==> src/rtl/tex_catcode_tokenizer_macros.svh <==
// Assertion macros for the tokenizer scanner, tct_scan.
// Needs signals clk and arst_n in the including scope.
`ifndef TEX_CATCODE_TOKENIZER_MACROS_SVH
`define TEX_CATCODE_TOKENIZER_MACROS_SVH

// Same-cycle implication, off while in reset.
`define TCT_ASSERT_NOW(label, ante, cons, msg) \
	label: assert property (@(posedge clk) disable iff (!arst_n) (ante) |-> (cons)) \
		else $error(msg);

// Next-cycle implication, off while in reset.
`define TCT_ASSERT_NEXT(label, ante, cons, msg) \
	label: assert property (@(posedge clk) disable iff (!arst_n) (ante) |=> (cons)) \
		else $error(msg);

`endif

==> src/rtl/tct_pkg.sv <==
// Shared types, constants and category lookup for the catcode tokenizer.
// No dependencies.
package tct_pkg;

	localparam int TABLE_ENTRIES = 256;
	localparam int TBL_AW        = $clog2(TABLE_ENTRIES);
	localparam int LINE_BITS     = 24;
	localparam int CHAR_W        = 21;
	localparam int CAT_W         = 4;
	localparam int LINE_FIELD_W  = 24;

	typedef enum logic [1:0] {
		REQ_CHAR     = 2'd0,
		REQ_OVERRIDE = 2'd1,
		REQ_SET      = 2'd2,
		REQ_END      = 2'd3
	} req_e_t;

	// TeX category numbering
	localparam logic [CAT_W-1:0] CAT_ESCAPE  = 4'd0;
	localparam logic [CAT_W-1:0] CAT_BGROUP  = 4'd1;
	localparam logic [CAT_W-1:0] CAT_EGROUP  = 4'd2;
	localparam logic [CAT_W-1:0] CAT_MATH    = 4'd3;
	localparam logic [CAT_W-1:0] CAT_ALIGN   = 4'd4;
	localparam logic [CAT_W-1:0] CAT_NEWLINE = 4'd5;
	localparam logic [CAT_W-1:0] CAT_PARAM   = 4'd6;
	localparam logic [CAT_W-1:0] CAT_SUPER   = 4'd7;
	localparam logic [CAT_W-1:0] CAT_SUB     = 4'd8;
	localparam logic [CAT_W-1:0] CAT_IGNORED = 4'd9;
	localparam logic [CAT_W-1:0] CAT_SPACE   = 4'd10;
	localparam logic [CAT_W-1:0] CAT_LETTER  = 4'd11;
	localparam logic [CAT_W-1:0] CAT_OTHER   = 4'd12;
	localparam logic [CAT_W-1:0] CAT_ACTIVE  = 4'd13;
	localparam logic [CAT_W-1:0] CAT_COMMENT = 4'd14;

	localparam logic [CHAR_W-1:0] CH_LF = 21'h00000A;
	localparam logic [CHAR_W-1:0] CH_CR = 21'h00000D;

	// One request held in the lookup stage, with its category resolved.
	typedef struct packed {
		req_e_t              req;
		logic [CHAR_W-1:0]   chr;
		logic [CAT_W-1:0]    cat;
	} tct_item_t;

	// Built-in sets: 0 normal, 1 verbatim.
	function automatic logic [CAT_W-1:0] builtin_class(input logic [7:0] c,
			input logic verb);
		logic [CAT_W-1:0] k;
		if ((c >= 8'h61 && c <= 8'h7A) || (c >= 8'h41 && c <= 8'h5A) || c == 8'h40) begin
			k = CAT_LETTER;
		end else if (verb) begin
			k = CAT_OTHER;
		end else begin
			case (c)
				8'h5C:   k = CAT_ESCAPE;
				8'h7B:   k = CAT_BGROUP;
				8'h7D:   k = CAT_EGROUP;
				8'h24:   k = CAT_MATH;
				8'h26:   k = CAT_ALIGN;
				8'h0A:   k = CAT_NEWLINE;
				8'h0D:   k = CAT_NEWLINE;
				8'h23:   k = CAT_PARAM;
				8'h5E:   k = CAT_SUPER;
				8'h5F:   k = CAT_SUB;
				8'h7F:   k = CAT_IGNORED;
				8'h20:   k = CAT_SPACE;
				8'h09:   k = CAT_SPACE;
				8'h7E:   k = CAT_ACTIVE;
				8'h25:   k = CAT_COMMENT;
				default: k = CAT_OTHER;
			endcase
		end
		return k;
	endfunction

	// Override wins; code points of 256 and up are always other.
	function automatic logic [CAT_W-1:0] char_class(input logic [CHAR_W-1:0] c,
			input logic ovr_hit, input logic [CAT_W-1:0] ovr_cat, input logic verb);
		logic [CAT_W-1:0] k;
		if (c[CHAR_W-1:8] != '0) begin
			k = CAT_OTHER;
		end else if (ovr_hit) begin
			k = ovr_cat;
		end else begin
			k = builtin_class(c[7:0], verb);
		end
		return k;
	endfunction

endpackage

==> src/rtl/tex_catcode_tokenizer.sv <==
// Catcode tokenizer: one request accepted per cycle while the result side keeps up.
// Throughput one request per cycle unless m_tready stalls; one RAM read per character.
// Accept edge loads lookup stage; scanner take loads the result register if it emits.
// Reset: scanner idle, line count 0, normal set, all overrides invalid (valid bits
// cleared at once, no clearing pass); override RAM contents are left undefined.
module tex_catcode_tokenizer (
	input  logic        clk,
	input  logic        arst_n,
	input  logic        s_tvalid,
	output logic        s_tready,
	input  logic [31:0] s_tdata,  // char_code[20:0], cat_value[24:21], zero fill
	input  logic [1:0]  s_tuser,  // req_type[1:0]
	output logic        m_tvalid,
	input  logic        m_tready,
	output logic [55:0] m_tdata,  // out_char[20:0], out_cat[24:21], line_count[48:25]
	output logic [3:0]  m_tuser,  // new_token, char_valid, input_ended, escape_error
	output logic        m_tlast
);
	import tct_pkg::*;

	logic                    in_fire;
	logic                    vld_s1;
	logic                    take;
	tct_item_t               item_s1;
	logic [CHAR_W-1:0]       o_char;
	logic [CAT_W-1:0]        o_cat;
	logic [LINE_FIELD_W-1:0] o_lines;
	logic                    o_new, o_charv, o_ended, o_err;

	// Lookup stage drains whenever the scanner takes its request, so a new
	// request enters every cycle while the result side keeps up.
	assign s_tready = !vld_s1 || take;
	assign in_fire  = s_tvalid && s_tready;

	// Override table and lookup stage: overrides and set selects act here.
	tct_table u_table (
		.clk     (clk),
		.arst_n  (arst_n),
		.in_fire (in_fire),
		.in_req  (req_e_t'(s_tuser)),
		.in_char (s_tdata[CHAR_W-1:0]),
		.in_val  (s_tdata[CHAR_W+CAT_W-1:CHAR_W]),
		.take    (take),
		.vld_s1  (vld_s1),
		.item_s1 (item_s1)
	);

	// Scanner: token grouping, newline folding, comment handling, line count.
	tct_scan u_scan (
		.clk       (clk),
		.arst_n    (arst_n),
		.item_vld  (vld_s1),
		.item      (item_s1),
		.take      (take),
		.out_ready (m_tready),
		.out_vld   (m_tvalid),
		.out_char  (o_char),
		.out_cat   (o_cat),
		.out_lines (o_lines),
		.out_new   (o_new),
		.out_charv (o_charv),
		.out_ended (o_ended),
		.out_err   (o_err)
	);

	assign m_tdata = {7'b0, o_lines, o_cat, o_char};
	assign m_tuser = {o_err, o_ended, o_charv, o_new};
	// every request gives at most one result, so each result ends its request
	assign m_tlast = 1'b1;
endmodule

==> src/rtl/tct_ram.sv <==
// Generic simple dual-port RAM, one write and one registered read port.
// No dependencies.
module tct_ram #(
	parameter int WIDTH = 4,
	parameter int DEPTH = 256
) (
	input  logic                     clk,
	input  logic                     we,
	input  logic [$clog2(DEPTH)-1:0] waddr,
	input  logic [WIDTH-1:0]         wdata,
	input  logic                     re,
	input  logic [$clog2(DEPTH)-1:0] raddr,
	output logic [WIDTH-1:0]         rdata
);
	logic [WIDTH-1:0] mem [DEPTH];

	always_ff @(posedge clk) begin
		if (we) begin
			mem[waddr] <= wdata;
		end
		if (re) begin
			rdata <= mem[raddr];
		end
	end
endmodule

==> src/rtl/tct_table.sv <==
// Category table: override RAM, override valid bits, active set, lookup stage.
// Depends on tct_pkg and tct_ram.
module tct_table (
	input  logic                          clk,
	input  logic                          arst_n,
	input  logic                          in_fire,
	input  tct_pkg::req_e_t               in_req,
	input  logic [tct_pkg::CHAR_W-1:0]    in_char,
	input  logic [tct_pkg::CAT_W-1:0]     in_val,
	input  logic                          take,
	output logic                          vld_s1,
	output tct_pkg::tct_item_t            item_s1
);
	import tct_pkg::*;

	logic [TABLE_ENTRIES-1:0] ovr_valid_q;
	logic                     active_set_q;
	req_e_t                   req_s1;
	logic [CHAR_W-1:0]        chr_s1;
	logic                     ovrv_s1;
	logic                     set_s1;
	logic [CAT_W-1:0]         ram_rdata;
	logic                     in_range;
	logic [TBL_AW-1:0]        idx;
	logic                     ram_we;
	logic                     ram_re;
	logic                     set_change;

	assign in_range   = in_char < CHAR_W'(TABLE_ENTRIES);
	assign idx        = in_char[TBL_AW-1:0];
	assign ram_we     = in_fire && in_req == REQ_OVERRIDE && in_range;
	assign ram_re     = in_fire && in_req == REQ_CHAR;
	assign set_change = in_fire && in_req == REQ_SET && in_val[CAT_W-1:1] == '0
		&& in_val[0] != active_set_q;

	// Writes land at the accept edge, so the next request already sees them.
	tct_ram #(.WIDTH(CAT_W), .DEPTH(TABLE_ENTRIES)) u_ovr_ram (
		.clk   (clk),
		.we    (ram_we),
		.waddr (idx),
		.wdata (in_val),
		.re    (ram_re),
		.raddr (idx),
		.rdata (ram_rdata)
	);

	always_ff @(posedge clk or negedge arst_n) begin
		if (!arst_n) begin
			ovr_valid_q  <= '0;
			active_set_q <= 1'b0;
		end else if (set_change) begin
			ovr_valid_q  <= '0;
			active_set_q <= in_val[0];
		end else if (ram_we) begin
			ovr_valid_q[idx] <= 1'b1;
		end
	end

	always_ff @(posedge clk or negedge arst_n) begin
		if (!arst_n) begin
			vld_s1 <= 1'b0;
		end else if (in_fire) begin
			vld_s1 <= 1'b1;
		end else if (take) begin
			vld_s1 <= 1'b0;
		end
	end

	// Table state is sampled with the request, so later writes cannot touch it.
	always_ff @(posedge clk) begin
		if (in_fire) begin
			req_s1  <= in_req;
			chr_s1  <= in_char;
			ovrv_s1 <= in_range && ovr_valid_q[idx];
			set_s1  <= active_set_q;
		end
	end

	always_comb begin
		item_s1.req = req_s1;
		item_s1.chr = chr_s1;
		item_s1.cat = char_class(chr_s1, ovrv_s1, ram_rdata, set_s1);
	end
endmodule

==> src/rtl/tct_scan.sv <==
// Scanner state machine, line counter and result register.
// Depends on tct_pkg and tex_catcode_tokenizer_macros.svh.
module tct_scan (
	input  logic                              clk,
	input  logic                              arst_n,
	input  logic                              item_vld,
	input  tct_pkg::tct_item_t                item,
	output logic                              take,
	input  logic                              out_ready,
	output logic                              out_vld,
	output logic [tct_pkg::CHAR_W-1:0]        out_char,
	output logic [tct_pkg::CAT_W-1:0]         out_cat,
	output logic [tct_pkg::LINE_FIELD_W-1:0]  out_lines,
	output logic                              out_new,
	output logic                              out_charv,
	output logic                              out_ended,
	output logic                              out_err
);
	import tct_pkg::*;
	`include "tex_catcode_tokenizer_macros.svh"

	localparam int CW = (LINE_BITS > LINE_FIELD_W) ? LINE_BITS : LINE_FIELD_W;

	typedef enum logic [5:0] {
		M_IDLE     = 6'b000001,
		M_SPACE    = 6'b000010,
		M_NEWLINE  = 6'b000100,
		M_COMMENT  = 6'b001000,
		M_ESC1     = 6'b010000,
		M_ESCW     = 6'b100000
	} mode_t;

	mode_t                   mode_q, mode_n;
	logic                    pcr_q, pcr_n;
	logic [LINE_BITS-1:0]    lines_q, lines_n;
	logic                    out_vld_q;
	logic [CHAR_W-1:0]       out_char_q, o_char, nl_char;
	logic [CAT_W-1:0]        out_cat_q, o_cat;
	logic [LINE_FIELD_W-1:0] out_lines_q, lines_fld;
	logic                    out_new_q, out_charv_q, out_ended_q, out_err_q;
	logic                    o_nt, o_cv, o_end, o_err;
	logic                    emit, inc, start, is_cr;
	logic [CW-1:0]           lines_wide;

	assign take    = item_vld && (!out_vld_q || out_ready);
	assign is_cr   = item.chr == CH_CR;
	assign nl_char = is_cr ? CH_LF : item.chr;

	always_comb begin
		mode_n = mode_q;
		pcr_n  = pcr_q;
		inc    = 1'b0;
		emit   = 1'b0;
		start  = 1'b0;
		o_char = item.chr;
		o_cat  = item.cat;
		o_nt   = 1'b0;
		o_cv   = 1'b1;
		o_end  = 1'b0;
		o_err  = 1'b0;
		unique case (item.req)
			REQ_CHAR: begin
				pcr_n = 1'b0;
				// LF right after a CR newline is swallowed
				if (!(pcr_q && item.chr == CH_LF)) begin
					unique case (mode_q)
						M_SPACE: begin
							if (item.cat == CAT_SPACE) begin
								emit = 1'b1;
							end else begin
								start = 1'b1;
							end
						end
						M_NEWLINE: begin
							if (item.cat == CAT_NEWLINE) begin
								emit   = 1'b1;
								inc    = 1'b1;
								o_char = nl_char;
								pcr_n  = is_cr;
							end else begin
								start = 1'b1;
							end
						end
						M_COMMENT: begin
							if (item.cat == CAT_NEWLINE) begin
								inc    = 1'b1;
								pcr_n  = is_cr;
								mode_n = M_IDLE;
							end else begin
								emit  = 1'b1;
								o_cat = CAT_COMMENT;
							end
						end
						M_ESC1: begin
							mode_n = (item.cat == CAT_LETTER) ? M_ESCW : M_IDLE;
							emit   = 1'b1;
							o_cat  = CAT_ESCAPE;
							o_nt   = 1'b1;
						end
						M_ESCW: begin
							if (item.cat == CAT_LETTER) begin
								emit  = 1'b1;
								o_cat = CAT_ESCAPE;
							end else begin
								start = 1'b1;
							end
						end
						default: begin
							start = 1'b1;
						end
					endcase
					if (start) begin
						mode_n = M_IDLE;
						o_nt   = 1'b1;
						case (item.cat)
							CAT_SPACE: begin
								mode_n = M_SPACE;
								emit   = 1'b1;
							end
							CAT_NEWLINE: begin
								mode_n = M_NEWLINE;
								emit   = 1'b1;
								inc    = 1'b1;
								o_char = nl_char;
								pcr_n  = is_cr;
							end
							CAT_COMMENT: begin
								mode_n = M_COMMENT;
								emit   = 1'b1;
								o_char = '0;
								o_cv   = 1'b0;
							end
							CAT_ESCAPE: begin
								mode_n = M_ESC1;
							end
							CAT_IGNORED: begin
							end
							default: begin
								emit = 1'b1;
							end
						endcase
					end
				end
			end
			REQ_END: begin
				emit   = 1'b1;
				o_char = '0;
				o_cat  = CAT_ESCAPE;
				o_cv   = 1'b0;
				o_end  = 1'b1;
				o_err  = mode_q == M_ESC1;
				inc    = mode_q == M_COMMENT;
				mode_n = M_IDLE;
				pcr_n  = 1'b0;
			end
			default: begin
			end
		endcase
	end

	// saturating line count, clamped again to the field width
	assign lines_n    = (inc && lines_q != '1) ? lines_q + 1'b1 : lines_q;
	assign lines_wide = CW'(lines_n);
	assign lines_fld  = (lines_wide > CW'({LINE_FIELD_W{1'b1}})) ? '1
		: lines_wide[LINE_FIELD_W-1:0];

	always_ff @(posedge clk or negedge arst_n) begin
		if (!arst_n) begin
			mode_q  <= M_IDLE;
			pcr_q   <= 1'b0;
			lines_q <= '0;
		end else if (take) begin
			mode_q  <= mode_n;
			pcr_q   <= pcr_n;
			lines_q <= lines_n;
		end
	end

	always_ff @(posedge clk or negedge arst_n) begin
		if (!arst_n) begin
			out_vld_q <= 1'b0;
		end else if (take && emit) begin
			out_vld_q <= 1'b1;
		end else if (out_ready) begin
			out_vld_q <= 1'b0;
		end
	end

	always_ff @(posedge clk) begin
		if (take && emit) begin
			out_char_q  <= o_char;
			out_cat_q   <= o_cat;
			out_lines_q <= lines_fld;
			out_new_q   <= o_nt;
			out_charv_q <= o_cv;
			out_ended_q <= o_end;
			out_err_q   <= o_err;
		end
	end

	assign out_vld   = out_vld_q;
	assign out_char  = out_char_q;
	assign out_cat   = out_cat_q;
	assign out_lines = out_lines_q;
	assign out_new   = out_new_q;
	assign out_charv = out_charv_q;
	assign out_ended = out_ended_q;
	assign out_err   = out_err_q;

	`TCT_ASSERT_NOW(a_pcr_mode, pcr_q, mode_q == M_NEWLINE || mode_q == M_IDLE,
		"pending CR outside newline run or idle")
	`TCT_ASSERT_NEXT(a_end_result, take && item.req == REQ_END,
		out_vld_q && out_ended_q, "end of input gave no result")
	`TCT_ASSERT_NEXT(a_lines_mono, 1'b1, lines_q >= $past(lines_q),
		"line counter went backwards")
	`TCT_ASSERT_NOW(a_marker, out_vld_q && !out_charv_q && !out_ended_q,
		out_cat_q == CAT_COMMENT && out_new_q, "bad comment start marker")
endmodule
==> config.mk <==
export PLATFORM = sky130hd
export DESIGN_NAME = tex_catcode_tokenizer
export DESIGN_NICKNAME = d
export VERILOG_FILES = /design/src/rtl/tct_pkg.sv /design/src/rtl/tex_catcode_tokenizer.sv /design/src/rtl/tct_ram.sv /design/src/rtl/tct_table.sv /design/src/rtl/tct_scan.sv
export VERILOG_INCLUDE_DIRS = /design/src /design/src/rtl
export SDC_FILE = /design/constraint.sdc
export NUM_CORES = 2
export LEC_CHECK = 0
export BUFFER_PORTS_ARGS = -buffer_cell sky130_fd_sc_hd__buf_2
export CAP_MARGIN = 10
export CORE_MARGIN = 2
export CORE_UTILIZATION = 58
export CTS_BUF_LIST = sky130_fd_sc_hd__clkbuf_4
export DETAILED_ROUTE_END_ITERATION = 16
export PLACE_DENSITY = 0.89
export SLEW_MARGIN = 20
export SYNTH_ARGS = -nofsm -noshare
export SYNTH_HDL_FRONTEND = slang
export SYNTH_SLANG_ARGS = --single-unit
==> constraint.sdc <==
create_clock -name clk -period 4.99 [get_ports clk]
set_clock_uncertainty 0.15 [all_clocks]
set_input_delay 1.2475 -clock clk [delete_from_list [all_inputs] [get_ports clk]]
set_output_delay 1.2475 -clock clk [all_outputs]
set_load 0.02 [all_outputs]
==> flow_summary.json <==
{
  "router_iterations_before_antenna_repair": 6,
  "grt.overflow.total": 0,
  "timing.hold.worst.class": "input port to register",
  "required_time_of_the_critical_path_ps": 5640,
  "maxCapViolCount": 0,
  "dpl.hpwl_um": 85610,
  "grt_first_pass_wirelength_um": 217800,
  "setup_slack_ps": 688.1,
  "tritoncts.num_buffers": 349,
  "crit_path_top_delay_cell": "sky130_fd_sc_hd__edfxtp_1",
  "synthCells": 3210,
  "max-slew-margin-rel": 0.2299,
  "vias": 33887,
  "dieWidth_um": 316.6,
  "final_max_slew_viol_count": 0,
  "number_of_distinct_library_cell_variants_in_the_gate_level_netlist_after_synthesis": 81,
  "aggregate_global_route_resource_usage": 0.2984,
  "total_negative_slack_for_setup_checks_ps": 0,
  "ys.flop_type": "sky130_fd_sc_hd__edfxtp_1",
  "core-area_mm2": 0.09671,
  "pwr_density_cell_mw_per_mm2": 369.8,
  "die_ar_mm2": 0.1003,
  "leakagePower_nw": 22.81,
  "crit_path_start": "u_table.chr_s1[0]$_DFFE_PP_",
  "yosys_warnings": 0,
  "clk_pin_slew_ps": 80,
  "critical_path.n_buffers_inverters": 1,
  "ratio_of_final_minimum_period_to_clock_period": 0.8621,
  "vias_per_cell": 6.590,
  "dp_slack_ps": 240.5,
  "cell_internal_pwr_mw": 18.13,
  "post_cts.resized_instances": 0,
  "share_clk_of_total_power": 0.413,
  "finalSetupViolations": 0,
  "synth_seq_area_share": 0.7139,
  "postCtsSetupBuffers": 0,
  "ir_worst_vdd_mv": 0.2392,
  "clk-insertion-delay-late_ps": 1270,
  "timing.critical_path.fanout_max": 53,
  "cts_sinks": 1396,
  "startpoint_type_of_the_worst_setup_path": "register",
  "number_of_antenna_violations_at_the_first_check_in_global_routing": 5,
  "worst-r2r-setup-slack_ps": 690,
  "areaGrowthSynthToFinish_pct": 12.54,
  "crit_end": "u_scan.out_char[10]$_DFFE_PP_",
  "routabilityCongestion": 0.9202,
  "grt_start_max_net_pins": 230,
  "final_design_area_no_fill_mm2": 0.06380,
  "floorplan.initialDensity": 0.5862,
  "tritoncts_clock_tree": "yes",
  "drc_violations_left": 0,
  "netlist_area_mm2": 0.05669,
  "hold_slack_ps": 176.5,
  "worstSetupEndpointType": "register",
  "route.final.wire_length_um": 147300,
  "layout.cells.most_common": "sky130_fd_sc_hd__edfxtp_1",
  "routedWlPerCell_um": 28.65,
  "post-place-cells": 4512,
  "tightest_slew_ps": 1155,
  "critical-path-max-stage-delay_ps": 630,
  "comb_power_share": 0.051,
  "worstRegToRegCells": 10,
  "crit-reg2reg-capture": "u_scan.out_char[10]$_DFFE_PP_",
  "layout-drive-gt1-share": 0.3253,
  "async_flop_share": 0.2077,
  "grt_pass1_vias": 34788,
  "p_sw_mw": 5.457,
  "critical_path_depth": 10,
  "finalHoldViolCount": 0,
  "drt_iter0_markers": 4932,
  "cts_root_buffer": "sky130_fd_sc_hd__clkbuf_4",
  "h-tree-depth": 5,
  "count_of_flip_flops_with_a_built_in_enable_after_synthesis": 1106,
  "buffer_ports.inserted": 85,
  "cts_hold_repair.buffers": 1,
  "clock_path_buffers": 4,
  "sequential_group_share_of_total_power": 0.536,
  "timing.critical_path.cells": "or3b_1 > a2111oi_1 > nor3b_1 > a31oi_2 > o2111ai_2 > o211ai_2 > nand3_2 > a2111oi_2 > nor2_4 > buf_4",
  "final.min_clock_period_ps": 4302,
  "syn_area_per_cell_um2": 17.66,
  "io_pins": 101,
  "arrival_time_worst_endpoint_ps": 4950,
  "finalCoreUtilization": 0.6597,
  "p_sw_frac": 0.2313,
  "finalNetCount": 3629,
  "postRouteAntennaNets": 0,
  "placed_area_mm2": 0.05930,
  "die_y_um": 316.6,
  "worst_setup_path_category": "register to register",
  "timing.fmax_mhz": 232.5,
  "rsz_0062_raised_after_global_routing": "false",
  "synth_seq_cells": 1396,
  "regToRegStartpoint": "u_table.chr_s1[0]$_DFFE_PP_",
  "status": "finished, final reports clean",
  "min_path_cells": 1,
  "rows": 114,
  "most-common-layout-cells": "sky130_fd_sc_hd__edfxtp_1 (1,106), sky130_fd_sc_hd__nor2_1 (737), sky130_fd_sc_hd__clkbuf_4 (519)",
  "cpLargestDelayFamily": "compound AO/OA/AOI/OAI gates",
  "totalPowerFinal_mw": 23.59,
  "final_cells": 5142
}
Yosys cell counts (all sizes together) (6+ instances only):
library cell,n,area [µm²]
nor4,12,75.07
a211oi,9,82.58
a21oi,11,62.56
nor2,738,2770
xnor2,49,429.2
nand2b,12,82.58
a31oi,6,50.04
nor2b,10,62.56
mux2,14,172.7
inv,11,41.29
nand3,43,220.2
edfxtp,1106,33210
mux2i,8,80.08
mux4,415,9346
and3,22,137.6
nor3,18,90.09
o21ai,15,75.07
o21ba,30,300.3
and2,22,137.6
clkbuf,126,473.0
nand2,64,240.2
buf,74,391.6
and4,8,70.07
nand4,15,93.84
nand3b,6,45.04
dfrtp,289,7232
power by group through the flow:
stage | sequential [mW] | combinational, mW | clock, mW
global placement | 12.9 | 1.11 | 0
global route | 12.6 | 1.24 | 10.3
finish | 12.6 | 1.20 | 9.75
floorplan | 12.9 | 0.627 | 0
detailed placement | 12.9 | 1.16 | 0
CTS | 12.6 | 1.18 | 9.80
cells by family (layout without fill, tap and decap cells):
logic type	Yosys count	count (layout)	share of synthesized area
xor+xnor	51	51	0.007880
other cells	2	16	0.0001325
mux	437	437	0.1693
fa+ha+maj	3	3	0.0006622
simple gates	999	999	0.07513
buf+inv	211	853	0.01598
compound gates	111	111	0.01697
flops	1396	1396	0.7139
flip-flops by register name, indices dropped and copies added (netlist names):
name                     count
u_scan.mode_q                6
u_table.req_s1               2
u_table.set_s1               1
u_scan.out_err               1
u_table.u_ovr_ram.rdata      4
u_scan.out_lines            24
u_table.chr_s1              21
u_table.active_set_q         1
u_scan.pcr_q                 1
u_table.u_ovr_ram.mem     1024
u_table.ovr_valid_q        256
u_scan.out_charv             1
u_scan.out_ended             1
u_scan.out_vld               1
u_scan.lines_q              24
u_scan.out_new               1
u_table.vld_s1               1
u_table.ovrv_s1              1
u_scan.out_cat               4
u_scan.out_char             21
worst min path at each step:
stage | start | to | slack (ps)
2_1_floorplan | u_table.ovr_valid_q[102]$_DFFE_PN0P_ | u_table.ovr_valid_q[102]$_DFFE_PN0P_ | 310
3_3_place_gp | u_table.ovr_valid_q[126]$_DFFE_PN0P_ | u_table.ovr_valid_q[126]$_DFFE_PN0P_ | 320
3_5_place_dp | u_table.ovr_valid_q[190]$_DFFE_PN0P_ | u_table.ovr_valid_q[190]$_DFFE_PN0P_ | 330
4_1_cts | s_tdata[12] | u_table.chr_s1[12]$_DFFE_PP_ | 110
5_1_grt | s_tdata[14] | u_table.chr_s1[14]$_DFFE_PP_ | 140
6_report | s_tdata[12] | u_table.chr_s1[12]$_DFFE_PP_ | 180
routing by layer:
layer	track usage	routed length [µm]
met5	0	35
met2	0.4747	72080
met4	0.1792	8891
met1	0.3670	48460
met3	0.08633	17870
area by class of cell:
type / instances / area (µm²)
flip-flops and latches: 1396 / 40470
fillers: 5877 / 32910
multi-input cells: 1609 / 15350
clock buffers: 519 / 3896
repair buffers: 221 / 1851
well taps: 1276 / 1597
clock inverters: 102 / 574.3
inverters: 11 / 41.29
diodes: 8 / 20.02
No activity file was read; power rests on OpenSTA's default activity.
